File: src/design/sosf_pkg.sv
// Shared definitions for the second-order smoothing filter.
// Holds field widths, register indexes, microcode word layout and the control ROM.
// No dependencies.
package sosf_pkg;

    // Field and register widths
    localparam int DATA_WIDTH_DEF = 32;
    localparam int BW_W           = 24;
    localparam int XI_W           = 20;
    localparam int DT_W           = 24;
    localparam int CFG_W          = 24;
    localparam int CFG_IDX_W      = 2;

    // Register indexes on the configuration port
    localparam logic [CFG_IDX_W-1:0] REG_BANDWIDTH = 2'd0;
    localparam logic [CFG_IDX_W-1:0] REG_DAMPING   = 2'd1;
    localparam logic [CFG_IDX_W-1:0] REG_TIME_STEP = 2'd2;

    // Reset values of the registers
    localparam logic [BW_W-1:0] BW_RESET = 24'd65536;
    localparam logic [XI_W-1:0] XI_RESET = 20'd65536;
    localparam logic [DT_W-1:0] DT_RESET = 24'd16777;

    // Arithmetic geometry: gains are Q.32, time step is Q0.24
    localparam int GAIN_W    = 48;
    localparam int DIG_W     = 16;
    localparam int GAIN_FRAC = 32;
    localparam int DT_FRAC   = 24;
    localparam int TERM_W    = 62;
    localparam int SUM_W     = TERM_W + 2;
    localparam logic [TERM_W-1:0] TERM_CAP = {1'b1, {(TERM_W-1){1'b0}}};

    // Digit counts of the multiplicand for the serial multiply
    localparam int CNT_W = 2;
    localparam logic [CNT_W-1:0] DIGS_GAIN  = 2'd3;
    localparam logic [CNT_W-1:0] DIGS_SHORT = 2'd2;

    // Operand A sources
    localparam logic [1:0] A_BW    = 2'd0;
    localparam logic [1:0] A_ERR   = 2'd1;
    localparam logic [1:0] A_VEL   = 2'd2;
    localparam logic [1:0] A_ACCEL = 2'd3;

    // Operand B sources
    localparam logic [2:0] B_BW = 3'd0;
    localparam logic [2:0] B_XI = 3'd1;
    localparam logic [2:0] B_KP = 3'd2;
    localparam logic [2:0] B_KD = 3'd3;
    localparam logic [2:0] B_DT = 3'd4;

    // Rounding shift select
    localparam logic RND_GAIN = 1'b0;
    localparam logic RND_DT   = 1'b1;

    // Writeback destinations
    localparam logic [2:0] WB_NONE  = 3'd0;
    localparam logic [2:0] WB_KP    = 3'd1;
    localparam logic [2:0] WB_KD    = 3'd2;
    localparam logic [2:0] WB_T1    = 3'd3;
    localparam logic [2:0] WB_ACCEL = 3'd4;
    localparam logic [2:0] WB_VEL   = 3'd5;
    localparam logic [2:0] WB_POS   = 3'd6;

    // Sequencing conditions
    localparam logic [1:0] C_NEXT = 2'd0;
    localparam logic [1:0] C_LOOP = 2'd1;
    localparam logic [1:0] C_SKIP = 2'd2;
    localparam logic [1:0] C_EMIT = 2'd3;

    // Program addresses
    localparam int PC_W = 5;
    localparam logic [PC_W-1:0] ST_KP_LD    = 5'd0;
    localparam logic [PC_W-1:0] ST_KP_MAC   = 5'd1;
    localparam logic [PC_W-1:0] ST_KD_LD    = 5'd2;
    localparam logic [PC_W-1:0] ST_KD_MAC   = 5'd3;
    localparam logic [PC_W-1:0] ST_KD_WB    = 5'd4;
    localparam logic [PC_W-1:0] ST_P_LD     = 5'd5;
    localparam logic [PC_W-1:0] ST_P_MAC    = 5'd6;
    localparam logic [PC_W-1:0] ST_P_RND    = 5'd7;
    localparam logic [PC_W-1:0] ST_D_MAC    = 5'd8;
    localparam logic [PC_W-1:0] ST_D_RND    = 5'd9;
    localparam logic [PC_W-1:0] ST_ACC_WB   = 5'd10;
    localparam logic [PC_W-1:0] ST_V_LD     = 5'd11;
    localparam logic [PC_W-1:0] ST_V_MAC    = 5'd12;
    localparam logic [PC_W-1:0] ST_V_RND    = 5'd13;
    localparam logic [PC_W-1:0] ST_V_WB     = 5'd14;
    localparam logic [PC_W-1:0] ST_X_LD     = 5'd15;
    localparam logic [PC_W-1:0] ST_X_MAC    = 5'd16;
    localparam logic [PC_W-1:0] ST_X_RND    = 5'd17;
    localparam logic [PC_W-1:0] ST_X_WB     = 5'd18;

    // One microcode word
    typedef struct packed {
        logic            ld_en;
        logic [1:0]      a_sel;
        logic [2:0]      b_sel;
        logic            mac_en;
        logic            rnd_en;
        logic            rnd_sel;
        logic [2:0]      wb_sel;
        logic [1:0]      cond;
        logic [PC_W-1:0] target;
    } ucode_t;

    // Control from sequencer to datapath
    typedef struct packed {
        logic   start;
        logic   exec;
        logic   emit;
        ucode_t uw;
    } dp_ctl_t;

    // Control ROM: one word per program step
    function automatic ucode_t ucode_rom(input logic [PC_W-1:0] pc);
        ucode_t w;
        w = '0;
        case (pc)
            ST_KP_LD: begin
                w.ld_en = 1'b1; w.a_sel = A_BW; w.b_sel = B_BW;
                w.cond = C_SKIP; w.target = ST_P_LD;
            end
            ST_KP_MAC: begin
                w.mac_en = 1'b1; w.cond = C_LOOP;
            end
            ST_KD_LD: begin
                w.wb_sel = WB_KP;
                w.ld_en = 1'b1; w.a_sel = A_BW; w.b_sel = B_XI;
            end
            ST_KD_MAC: begin
                w.mac_en = 1'b1; w.cond = C_LOOP;
            end
            ST_KD_WB: begin
                w.wb_sel = WB_KD;
            end
            ST_P_LD: begin
                w.ld_en = 1'b1; w.a_sel = A_ERR; w.b_sel = B_KP;
            end
            ST_P_MAC: begin
                w.mac_en = 1'b1; w.cond = C_LOOP;
            end
            ST_P_RND: begin
                w.rnd_en = 1'b1; w.rnd_sel = RND_GAIN;
                w.ld_en = 1'b1; w.a_sel = A_VEL; w.b_sel = B_KD;
            end
            ST_D_MAC: begin
                w.mac_en = 1'b1; w.wb_sel = WB_T1; w.cond = C_LOOP;
            end
            ST_D_RND: begin
                w.rnd_en = 1'b1; w.rnd_sel = RND_GAIN;
            end
            ST_ACC_WB: begin
                w.wb_sel = WB_ACCEL;
            end
            ST_V_LD: begin
                w.ld_en = 1'b1; w.a_sel = A_ACCEL; w.b_sel = B_DT;
            end
            ST_V_MAC: begin
                w.mac_en = 1'b1; w.cond = C_LOOP;
            end
            ST_V_RND: begin
                w.rnd_en = 1'b1; w.rnd_sel = RND_DT;
            end
            ST_V_WB: begin
                w.wb_sel = WB_VEL;
            end
            ST_X_LD: begin
                w.ld_en = 1'b1; w.a_sel = A_VEL; w.b_sel = B_DT;
            end
            ST_X_MAC: begin
                w.mac_en = 1'b1; w.cond = C_LOOP;
            end
            ST_X_RND: begin
                w.rnd_en = 1'b1; w.rnd_sel = RND_DT;
            end
            ST_X_WB: begin
                w.wb_sel = WB_POS; w.cond = C_EMIT;
            end
            default: begin
                w.cond = C_EMIT;
            end
        endcase
        return w;
    endfunction

endpackage

File: src/design/sosf_sequencer.sv
// Microcode sequencer of the second-order smoothing filter.
// Step counter, loop counter, conditional jumps and both handshakes.
// Depends on sosf_pkg.
module sosf_sequencer (
    input  logic              aclk,
    input  logic              aresetn,
    input  logic              cfg_wr_en,
    input  logic              s_valid,
    output logic              s_ready,
    output logic              m_valid,
    input  logic              m_ready,
    output sosf_pkg::dp_ctl_t ctl
);

    logic [sosf_pkg::PC_W-1:0]  pc_reg, pc_next;
    logic [sosf_pkg::CNT_W-1:0] cnt_reg, cnt_next;
    logic                       busy_reg, busy_next;
    logic                       gains_ok_reg, gains_ok_next;
    logic                       m_valid_reg, m_valid_next;
    sosf_pkg::ucode_t           uw;
    logic                       stall;
    logic                       exec;
    logic                       start;
    logic                       emit;

    // Fetch the control word of the current step
    assign uw    = sosf_pkg::ucode_rom(pc_reg);
    assign start = s_valid && !busy_reg;
    assign stall = (uw.cond == sosf_pkg::C_EMIT) && m_valid_reg && !m_ready;
    assign exec  = busy_reg && !stall;
    assign emit  = exec && (uw.cond == sosf_pkg::C_EMIT);

    assign s_ready   = !busy_reg;
    assign m_valid   = m_valid_reg;
    assign ctl.start = start;
    assign ctl.exec  = exec;
    assign ctl.emit  = emit;
    assign ctl.uw    = uw;

    // Advance the step counter and the digit loop
    always_comb begin
        pc_next       = pc_reg;
        cnt_next      = cnt_reg;
        busy_next     = busy_reg;
        gains_ok_next = gains_ok_reg;
        m_valid_next  = m_valid_reg && !m_ready;

        if (cfg_wr_en) begin
            gains_ok_next = 1'b0;
        end

        if (start) begin
            busy_next = 1'b1;
            pc_next   = sosf_pkg::ST_KP_LD;
        end else if (exec) begin
            if (uw.ld_en) begin
                if (uw.b_sel == sosf_pkg::B_KP || uw.b_sel == sosf_pkg::B_KD) begin
                    cnt_next = sosf_pkg::DIGS_GAIN;
                end else begin
                    cnt_next = sosf_pkg::DIGS_SHORT;
                end
            end
            if (uw.wb_sel == sosf_pkg::WB_KD) begin
                gains_ok_next = 1'b1;
            end
            case (uw.cond)
                sosf_pkg::C_NEXT: begin
                    pc_next = pc_reg + sosf_pkg::PC_W'(1);
                end
                sosf_pkg::C_LOOP: begin
                    cnt_next = cnt_reg - sosf_pkg::CNT_W'(1);
                    if (cnt_reg == sosf_pkg::CNT_W'(1)) begin
                        pc_next = pc_reg + sosf_pkg::PC_W'(1);
                    end
                end
                sosf_pkg::C_SKIP: begin
                    if (gains_ok_reg) begin
                        pc_next = uw.target;
                    end else begin
                        pc_next = pc_reg + sosf_pkg::PC_W'(1);
                    end
                end
                sosf_pkg::C_EMIT: begin
                    busy_next    = 1'b0;
                    pc_next      = sosf_pkg::ST_KP_LD;
                    m_valid_next = 1'b1;
                end
                default: begin
                    busy_next = 1'b0;
                end
            endcase
        end
    end

    // Hold control state
    always_ff @(posedge aclk) begin
        if (!aresetn) begin
            pc_reg       <= sosf_pkg::ST_KP_LD;
            cnt_reg      <= '0;
            busy_reg     <= 1'b0;
            gains_ok_reg <= 1'b0;
            m_valid_reg  <= 1'b0;
        end else begin
            pc_reg       <= pc_next;
            cnt_reg      <= cnt_next;
            busy_reg     <= busy_next;
            gains_ok_reg <= gains_ok_next;
            m_valid_reg  <= m_valid_next;
        end
    end

endmodule

File: src/design/sosf_datapath.sv
// Datapath of the second-order smoothing filter: registers, digit-serial
// multiply-accumulate, rounding with cap, add with saturation, result beat.
// Depends on sosf_pkg.
module sosf_datapath #(
    parameter int DATA_WIDTH = sosf_pkg::DATA_WIDTH_DEF
) (
    input  logic                                aclk,
    input  logic                                aresetn,
    input  logic                                cfg_wr_en,
    input  logic [sosf_pkg::CFG_IDX_W-1:0]      cfg_addr,
    input  logic [sosf_pkg::CFG_W-1:0]          cfg_wr_data,
    input  logic signed [DATA_WIDTH-1:0]        s_sample,
    input  sosf_pkg::dp_ctl_t                   ctl,
    output logic signed [DATA_WIDTH-1:0]        m_position_out,
    output logic signed [DATA_WIDTH-1:0]        m_velocity_out,
    output logic signed [DATA_WIDTH-1:0]        m_acceleration_out
);

    localparam int ERR_W = DATA_WIDTH + 1;
    localparam int A_W   = (ERR_W > sosf_pkg::BW_W) ? ERR_W : sosf_pkg::BW_W;
    localparam int ACC_W = A_W + sosf_pkg::GAIN_W;
    localparam int RS_W  = (ACC_W + 1 > sosf_pkg::TERM_W + 1) ? ACC_W + 1
                                                              : sosf_pkg::TERM_W + 1;
    localparam int P_W   = A_W + sosf_pkg::DIG_W;
    localparam int SUM_W = sosf_pkg::SUM_W;
    localparam int GW    = sosf_pkg::GAIN_W;
    localparam int DG    = sosf_pkg::DIG_W;
    localparam int TW    = sosf_pkg::TERM_W;

    localparam logic [SUM_W-1:0] SAT_HI = {{(SUM_W-DATA_WIDTH+1){1'b0}},
                                           {(DATA_WIDTH-1){1'b1}}};
    localparam logic [SUM_W-1:0] SAT_LO = {{(SUM_W-DATA_WIDTH+1){1'b1}},
                                           {(DATA_WIDTH-1){1'b0}}};

    // Configuration registers
    logic [sosf_pkg::BW_W-1:0] bw_reg;
    logic [sosf_pkg::XI_W-1:0] xi_reg;
    logic [sosf_pkg::DT_W-1:0] dt_reg;

    // Filter state and working registers
    logic [DATA_WIDTH-1:0] pos_reg, vel_reg, accel_reg;
    logic [ERR_W-1:0]      err_reg;
    logic [GW-1:0]         kp_reg, kd_reg;
    logic [A_W-1:0]        opa_reg, opa_next;
    logic                  sign_reg, sign_next;
    logic [GW-1:0]         opb_reg, opb_next;
    logic [ACC_W-1:0]      acc_reg, acc_next;
    logic [TW-1:0]         term_reg, term_next;
    logic                  term_neg_reg;
    logic [TW:0]           t1_reg;
    logic [DATA_WIDTH-1:0] pos_out_reg, vel_out_reg, accel_out_reg;

    logic [ERR_W-1:0]      a_src;
    logic [ERR_W-1:0]      a_mag;
    logic [P_W-1:0]        prod;
    logic [RS_W-1:0]       rsum;
    logic [RS_W-1:0]       rshift;
    logic [SUM_W-1:0]      base;
    logic [SUM_W-1:0]      term_ext;
    logic                  eff_neg;
    logic [SUM_W-1:0]      sum;
    logic [DATA_WIDTH-1:0] sat_val;

    // Select and take the magnitude of operand A
    always_comb begin
        case (ctl.uw.a_sel)
            sosf_pkg::A_ERR:   a_src = err_reg;
            sosf_pkg::A_VEL:   a_src = {vel_reg[DATA_WIDTH-1], vel_reg};
            sosf_pkg::A_ACCEL: a_src = {accel_reg[DATA_WIDTH-1], accel_reg};
            default:           a_src = '0;
        endcase
        a_mag = a_src[ERR_W-1] ? (~a_src + ERR_W'(1)) : a_src;
        if (ctl.uw.a_sel == sosf_pkg::A_BW) begin
            opa_next  = A_W'(bw_reg);
            sign_next = 1'b0;
        end else begin
            opa_next  = A_W'(a_mag);
            sign_next = a_src[ERR_W-1];
        end
    end

    // Select operand B, digits taken most significant first
    always_comb begin
        case (ctl.uw.b_sel)
            sosf_pkg::B_BW: opb_next = GW'(bw_reg) << DG;
            sosf_pkg::B_XI: opb_next = GW'(xi_reg) << DG;
            sosf_pkg::B_KP: opb_next = kp_reg;
            sosf_pkg::B_KD: opb_next = kd_reg;
            sosf_pkg::B_DT: opb_next = GW'(dt_reg) << DG;
            default:        opb_next = '0;
        endcase
    end

    // One digit of multiply-accumulate
    assign prod = P_W'(opa_reg) * P_W'(opb_reg[GW-1:GW-DG]);

    always_comb begin
        if (ctl.uw.ld_en) begin
            acc_next = '0;
        end else begin
            acc_next = {acc_reg[ACC_W-DG-1:0], {DG{1'b0}}} + ACC_W'(prod);
        end
    end

    // Round the magnitude half up, drop the fraction, cap the term
    always_comb begin
        if (ctl.uw.rnd_sel == sosf_pkg::RND_DT) begin
            rsum   = RS_W'(acc_reg) + (RS_W'(1) << (sosf_pkg::DT_FRAC - 1));
            rshift = rsum >> sosf_pkg::DT_FRAC;
        end else begin
            rsum   = RS_W'(acc_reg) + (RS_W'(1) << (sosf_pkg::GAIN_FRAC - 1));
            rshift = rsum >> sosf_pkg::GAIN_FRAC;
        end
        if (rshift > RS_W'(sosf_pkg::TERM_CAP)) begin
            term_next = sosf_pkg::TERM_CAP;
        end else begin
            term_next = rshift[TW-1:0];
        end
    end

    // Add the signed term to the chosen base and saturate
    always_comb begin
        case (ctl.uw.wb_sel)
            sosf_pkg::WB_ACCEL: base = {t1_reg[TW], t1_reg};
            sosf_pkg::WB_VEL:   base = {{(SUM_W-DATA_WIDTH){vel_reg[DATA_WIDTH-1]}}, vel_reg};
            sosf_pkg::WB_POS:   base = {{(SUM_W-DATA_WIDTH){pos_reg[DATA_WIDTH-1]}}, pos_reg};
            default:            base = '0;
        endcase
        term_ext = SUM_W'(term_reg);
        eff_neg  = term_neg_reg ^ (ctl.uw.wb_sel == sosf_pkg::WB_ACCEL);
        sum      = base + (term_ext ^ {SUM_W{eff_neg}}) + SUM_W'(eff_neg);
        if ($signed(sum) > $signed(SAT_HI)) begin
            sat_val = SAT_HI[DATA_WIDTH-1:0];
        end else if ($signed(sum) < $signed(SAT_LO)) begin
            sat_val = SAT_LO[DATA_WIDTH-1:0];
        end else begin
            sat_val = sum[DATA_WIDTH-1:0];
        end
    end

    // Write configuration registers
    always_ff @(posedge aclk) begin
        if (!aresetn) begin
            bw_reg <= sosf_pkg::BW_RESET;
            xi_reg <= sosf_pkg::XI_RESET;
            dt_reg <= sosf_pkg::DT_RESET;
        end else if (cfg_wr_en) begin
            case (cfg_addr)
                sosf_pkg::REG_BANDWIDTH: bw_reg <= cfg_wr_data[sosf_pkg::BW_W-1:0];
                sosf_pkg::REG_DAMPING:   xi_reg <= cfg_wr_data[sosf_pkg::XI_W-1:0];
                sosf_pkg::REG_TIME_STEP: dt_reg <= cfg_wr_data[sosf_pkg::DT_W-1:0];
                default: begin
                end
            endcase
        end
    end

    // Filter state
    always_ff @(posedge aclk) begin
        if (!aresetn) begin
            pos_reg <= '0;
            vel_reg <= '0;
        end else if (ctl.exec) begin
            if (ctl.uw.wb_sel == sosf_pkg::WB_VEL) begin
                vel_reg <= sat_val;
            end
            if (ctl.uw.wb_sel == sosf_pkg::WB_POS) begin
                pos_reg <= sat_val;
            end
        end
    end

    // Working registers, executed one control word at a time
    always_ff @(posedge aclk) begin
        if (ctl.start) begin
            err_reg <= {s_sample[DATA_WIDTH-1], s_sample} - {pos_reg[DATA_WIDTH-1], pos_reg};
        end
        if (ctl.exec) begin
            if (ctl.uw.ld_en) begin
                opa_reg  <= opa_next;
                sign_reg <= sign_next;
                opb_reg  <= opb_next;
            end else if (ctl.uw.mac_en) begin
                opb_reg <= opb_reg << DG;
            end
            if (ctl.uw.ld_en || ctl.uw.mac_en) begin
                acc_reg <= acc_next;
            end
            if (ctl.uw.rnd_en) begin
                term_reg     <= term_next;
                term_neg_reg <= sign_reg;
            end
            case (ctl.uw.wb_sel)
                sosf_pkg::WB_KP:    kp_reg    <= acc_reg[GW-1:0];
                sosf_pkg::WB_KD:    kd_reg    <= {acc_reg[GW-2:0], 1'b0};
                sosf_pkg::WB_T1:    t1_reg    <= sum[TW:0];
                sosf_pkg::WB_ACCEL: accel_reg <= sat_val;
                default: begin
                end
            endcase
        end
    end

    // Capture the result beat
    always_ff @(posedge aclk) begin
        if (ctl.emit) begin
            pos_out_reg   <= sat_val;
            vel_out_reg   <= vel_reg;
            accel_out_reg <= accel_reg;
        end
    end

    assign m_position_out     = pos_out_reg;
    assign m_velocity_out     = vel_out_reg;
    assign m_acceleration_out = accel_out_reg;

endmodule

File: src/design/second_order_smoothing_filter.sv
// Second-order smoothing filter (spring-damper tracker). Each input beat carries one signed
// sample; the block forms acceleration = (sample - position)*bw^2 - velocity*2*bw*xi, then
// steps velocity and position forward by the time step, and returns one result beat with
// the new position, velocity and the acceleration, all saturated to DATA_WIDTH bits.
// A microcoded sequencer drives one shared multiplier that takes a 16-bit digit of its
// second operand per cycle. The first item after any register write recomputes the gains
// bw^2 and 2*bw*xi. The next sample is taken while a finished result waits on the output;
// a result waiting longer than one item stalls the final step.
// Top level; depends on sosf_pkg, sosf_sequencer and sosf_datapath.
module second_order_smoothing_filter #(
    parameter int DATA_WIDTH = sosf_pkg::DATA_WIDTH_DEF
) (
    input  logic                           aclk,
    input  logic                           aresetn,
    input  logic                           cfg_wr_en,
    input  logic [sosf_pkg::CFG_IDX_W-1:0] cfg_addr,
    input  logic [sosf_pkg::CFG_W-1:0]     cfg_wr_data,
    input  logic                           s_valid,
    output logic                           s_ready,
    input  logic signed [DATA_WIDTH-1:0]   s_sample,
    output logic                           m_valid,
    input  logic                           m_ready,
    output logic signed [DATA_WIDTH-1:0]   m_position_out,
    output logic signed [DATA_WIDTH-1:0]   m_velocity_out,
    output logic signed [DATA_WIDTH-1:0]   m_acceleration_out
);

    sosf_pkg::dp_ctl_t ctl;

    // Step through the control program
    sosf_sequencer u_seq (
        .aclk      (aclk),
        .aresetn   (aresetn),
        .cfg_wr_en (cfg_wr_en),
        .s_valid   (s_valid),
        .s_ready   (s_ready),
        .m_valid   (m_valid),
        .m_ready   (m_ready),
        .ctl       (ctl)
    );

    // Execute each control word
    sosf_datapath #(
        .DATA_WIDTH (DATA_WIDTH)
    ) u_dp (
        .aclk               (aclk),
        .aresetn            (aresetn),
        .cfg_wr_en          (cfg_wr_en),
        .cfg_addr           (cfg_addr),
        .cfg_wr_data        (cfg_wr_data),
        .s_sample           (s_sample),
        .ctl                (ctl),
        .m_position_out     (m_position_out),
        .m_velocity_out     (m_velocity_out),
        .m_acceleration_out (m_acceleration_out)
    );

endmodule

File: config.mk
export PLATFORM = sky130hd
export DESIGN_NAME = second_order_smoothing_filter
export DESIGN_NICKNAME = d
export VERILOG_FILES = /design/src/design/sosf_pkg.sv /design/src/design/sosf_sequencer.sv /design/src/design/sosf_datapath.sv /design/src/design/second_order_smoothing_filter.sv
export SDC_FILE = /design/constraint.sdc
export NUM_CORES = 2
export LEC_CHECK = 0
export ABC_AREA = 1
export BUFFER_PORTS_ARGS = -buffer_cell sky130_fd_sc_hd__buf_2
export CORE_ASPECT_RATIO = 1.2
export CORE_MARGIN = 8
export CORE_UTILIZATION = 29
export DETAILED_ROUTE_END_ITERATION = 8
export PLACE_DENSITY_LB_ADDON = 0.05
export SYNTH_ARGS = -nofsm -noshare
export SYNTH_HDL_FRONTEND = slang
export SYNTH_HIERARCHICAL = 1
export SYNTH_SLANG_ARGS = --single-unit
File: constraint.sdc
create_clock -name aclk -period 16.8 [get_ports aclk]
set_clock_uncertainty 0.1 [all_clocks]
set_input_delay 0 -clock aclk [delete_from_list [all_inputs] [get_ports aclk]]
set_output_delay 0 -clock aclk [all_outputs]
set_load 0.02 [all_outputs]
# --- After elaboration in Yosys (flattened, before gate mapping) ---
# Index checks and enable logic that the tools add are counted.
totals:
  out_inout_bits: 98
  word_cells: 157
  ff_bits: 687
  inputBits: 63
classes:
  muxes: 32
  n_lt_le_gt_ge: 3
  n_bitwise: 6
  mul: 1
  n_addsub: 9
  n_eq_ne: 38
  n_reduce_logical: 42
op_table:
  columns: ["op", "n"]
  rows:
  - ["48-bit case mux with 5 select lines", 1]
  - ["64-bit case mux with 3 select lines", 1]
  - ["33-bit case mux with 3 select lines", 1]
  - ["32-bit 2-to-1 mux", 3]
  - ["48-bit 2-to-1 mux", 2]
  - ["81-bit by 24-bit adder with 82-bit output (second input constant)", 1]
  - ["81-bit by 32-bit adder with 82-bit output (second input constant)", 1]
  - ["81-bit by 49-bit adder with 81-bit output", 1]
  - ["64-bit by 1-bit adder with 64-bit output", 1]
  - ["64-bit adder", 1]
  - ["64-bit by 32-bit greater-than comparator with 1-bit output (second input constant)", 1]
  - ["64-bit by 32-bit < comparator with 1-bit output (second input constant)", 1]
  - ["62-bit by 64-bit bitwise XOR with 64-bit output", 1]
  - ["58-bit by 62-bit greater-than comparator with 1-bit output (second input constant)", 1]
  - ["58-bit 2-to-1 mux", 1]
  - ["33-bit by 16-bit multiplier with 49-bit output", 1]
  - ["5-bit by 4-bit equality test with 1-bit output (second input constant)", 8]
  - ["6-bit case mux with 6 select lines", 1]
  - ["33-bit by 1-bit adder with 33-bit output (second input constant)", 1]
  - ["33-bit inverter", 1]
  - ["32-bit by 32-bit subtractor with 33-bit output", 1]
  - ["2-bit AND reduction", 15]
  - ["24-bit 2-to-1 mux", 1]
  - ["5-bit by 3-bit equality test with 1-bit output (second input constant)", 4]
  - ["other kinds (32)", 80]

# --- Longest topological paths before layout ---
logic_depth:
  word_depth: 10
  mapped_depth: 38
  depth_no_buf: 37

# --- Modules after synthesis ---
# The synthesis kept the hierarchy.
modules_own_cells:
  columns: ["module", "area_per_inst_um2", "seq_area_each_um2", "cells_per_inst", "n_inst"]
  rows:
  - ["sosf_datapath", 55086.6, 18888.1, 6764, 1]
  - ["sosf_sequencer", 1168.6, 200.2, 179, 1]

# --- Worst setup path after synthesis ---
# OpenSTA, ideal clock, no wires.
synth_path:
  path_type: "reg-to-reg"
  startpoint: "register u_seq/pc_reg[0] (netlist name)"
  endpoint: "register u_dp.t1_reg[0] (enable)"
  path_stages_with_launch: 7
  synth_period_minus_slack_ns: 6.705
  arrival_ns: 6.044
  setup_ns: 0.562
  n_path_buf: 0
  setup_slack_ns: 10.095
  cell_sequence: "dfxtp_1 -> inv_1 -> ha_1 -> inv_1 -> o311ai_0 -> inv_1 -> nor3_1"
synth_lines:
  columns: ["item", "line_no", "rtl"]
  rows:
  - ["start: declaration", "sosf_sequencer.sv:15", "logic [sosf_pkg::PC_W-1:0] pc_reg, pc_next;"]
  - ["start signal: assignment", "sosf_sequencer.sv:98", "pc_reg <= sosf_pkg::ST_KP_LD;"]
  - ["start signal: assignment", "sosf_sequencer.sv:104", "pc_reg <= pc_next;"]
  - ["end signal: assignment", "sosf_datapath.sv:196", "sosf_pkg::WB_T1: t1_reg <= sum[TW:0];"]
  - ["end: declaration", "sosf_datapath.sv:50", "logic [TW:0] t1_reg;"]

# --- Final worst setup path ---
layout_path:
  startpoint: "register u_dp.opb_reg[42]"
  endpoint: "register u_dp.acc_reg[78], data pin"
layout_via:
  elab_chain_len: 2
layout_lines:
  columns: ["item", "line_no", "rtl"]
  rows:
  - ["start: declaration", "sosf_datapath.sv:46", "logic [GW-1:0] opb_reg, opb_next;"]
  - ["start signal: assignment", "sosf_datapath.sv:182", "opb_reg <= opb_next;"]
  - ["start signal: assignment", "sosf_datapath.sv:184", "opb_reg <= opb_reg << DG;"]
  - ["33-bit by 16-bit multiplier with 49-bit output", "sosf_datapath.sv:95", "assign prod = P_W'(opa_reg) * P_W'(opb_reg[GW-1:GW-DG]);"]
  - ["81-bit by 49-bit adder with 81-bit output", "sosf_datapath.sv:101", "acc_next = {acc_reg[ACC_W-DG-1:0], {DG{1'b0}}} + ACC_W'(prod);"]
  - ["end signal: assignment", "sosf_datapath.sv:187", "acc_reg <= acc_next;"]
  - ["end: declaration", "sosf_datapath.sv:47", "logic [ACC_W-1:0] acc_reg, acc_next;"]
# Every way passes these cells.
# A chain may end at the register's enable or synchronous reset.

==> results.toml <==
[logic_synthesis]
syn_area_mm2 = 0.0562
synth_warnings = 6
netlist_instances = 6936
synth_nets = 7706
avgSynthCellArea_um2 = 8.10

[sta]
slew_violations = 0
min_period_ps = 8610
hold_ws_ps = 43.9
setup_viol = 0
setup_tns_ps = 0
maxClockFrequency_mhz = 116
hold_viol = 0
rsz0062_at_grt = "no"
max_slew_margin_pct = 8.46
fin_crit_sh_pct = 51.2
tightest_slew_ps = 1360

[die]
core_area_mm2 = 0.193
start_util_pct = 29.1
dieArea_mm2 = 0.208
die_y_um = 498
fp.dieW_um = 418
ios = 161
placementRows = 177

[placement]
place_inst = 9489
place_area_mm2 = 0.0598
hpwl_mm = 192
io_buffers = 160
routabilityCongestion = 0.937

[cells_and_area]
fin_cells = 9746
final_cell_mix = "nand2_1, inv_1, nor2_1"
largest_reg_flops = 81
layout_commonest_cell = "nand2_1"
layout-drive-gt1-share_pct = 6.28
multiInputGateArea_mm2 = 0.0305
num-fill-cells = 20800
nNetsFinal = 7842
stdcell_area_mm2 = 0.0637
seqCellArea_mm2 = 0.0191
syn2layout_area_growth_pct = 13.3

[cts]
clk_path_buf_depth = 3
cts_tree = "yes"
numCtsBuffers = 86
path_clk_slew_ps = 60
cts_setup_buffers = 0
ctsHoldBuffers = 90
htree_levels = 3
clockRootBuffer = "clkbuf_16"
cts_resized = 0
clkLatencyLatePin_ps = 740
cts_sinks = 683

[grt]
grt.overflow.total = 0
grt_pass1_vias = 49400
grt_first_pass_wirelength_mm = 351
grt_max_degree = 69
antenna_found_initial = 14
grt_use_total_pct = 23.0

[flow_run]
cap_viol_max_count = 0

[critical_path]
endpoint_kind = "register"
path_class = "reg2reg"
path_max_fanout = 19
r2r-start = "u_dp/opb_reg[42]"
start_kind = "register"
crit_path_start = "u_dp/opb_reg[42]"
worstPathRequired_ps = 17150
worstPathArrival_ps = 8960

[routing]
ant_nets = 0
drc = 0
vias = 47100
dr.first_iter.drc_count = 3357
wire_per_inst_um = 25.2
first_pass_iters = 5
drt-total-wl_mm = 245
via_per_inst = 4.83

[worst_hold_path]
worstHoldStart = "cfg_wr_data[14]"
hp-class = "in2reg"

[outcome]
status = "complete, no violations"
through the flow:
stage | worst slack (ps) | util [%]
after global routing | 7750 | 32.9
after CTS | 8170 | 32.9
after floorplan | 10090 | -
after global placement | 8180 | 30.9
final | 8190 | 32.9
after detailed placement | 8230 | 30.9
routing by layer:
| layer | global-route usage [%] | share of wire (%) |
|---|---|---|
| met2 | 42.4 | 52 |
| met5 | 0 | 0 |
| met4 | 10.2 | 5.0 |
| met3 | 1.60 | 3.1 |
| met1 | 27.2 | 40 |
worst paths after layout:
check                                               to  slack, ps  cells after the start
worst max register to register        u_dp/acc_reg[78]       8190                     23
worst min register to register  u_dp/m_velocity_out[9]        330                      0
worst max-delay path                  u_dp/acc_reg[78]       8190                     23
worst min-delay path                   u_dp/bw_reg[14]         40                      4
critical path: stages, from the launching register on:
cell	delay [ps]
edfxtp_1	1010
buf_4	490
nand2_1	120
fa_1	520
inv_1	50
fa_1	490
fa_1	540
fa_1	560
fa_1	600
inv_1	80
fa_1	540
inv_1	50
ha_1	410
nand2_1	160
nor4_1	650
nand2_1	90
o21ai_0	470
a21oi_1	330
o21ai_1	370
inv_1	80
nor2_1	350
nand3_1	120
nand2_1	80
nor2_1	50
area by class of cell:
class | instances | area share, %
Inverter | 1478 | 8.72
Sequential cell | 683 | 30.0
Tap cell | 2595 | 5.10
Timing Repair Buffer | 329 | 3.60
Clock inverter | 46 | 1.01
Multi-Input combinational cell | 4494 | 47.9
Clock buffer | 115 | 3.63
Antenna cell | 6 | 0.0236
Power is left out: the tool's default activity adds up to more than one toggle a clock period on the data nets, which glitch-free logic cannot reach.
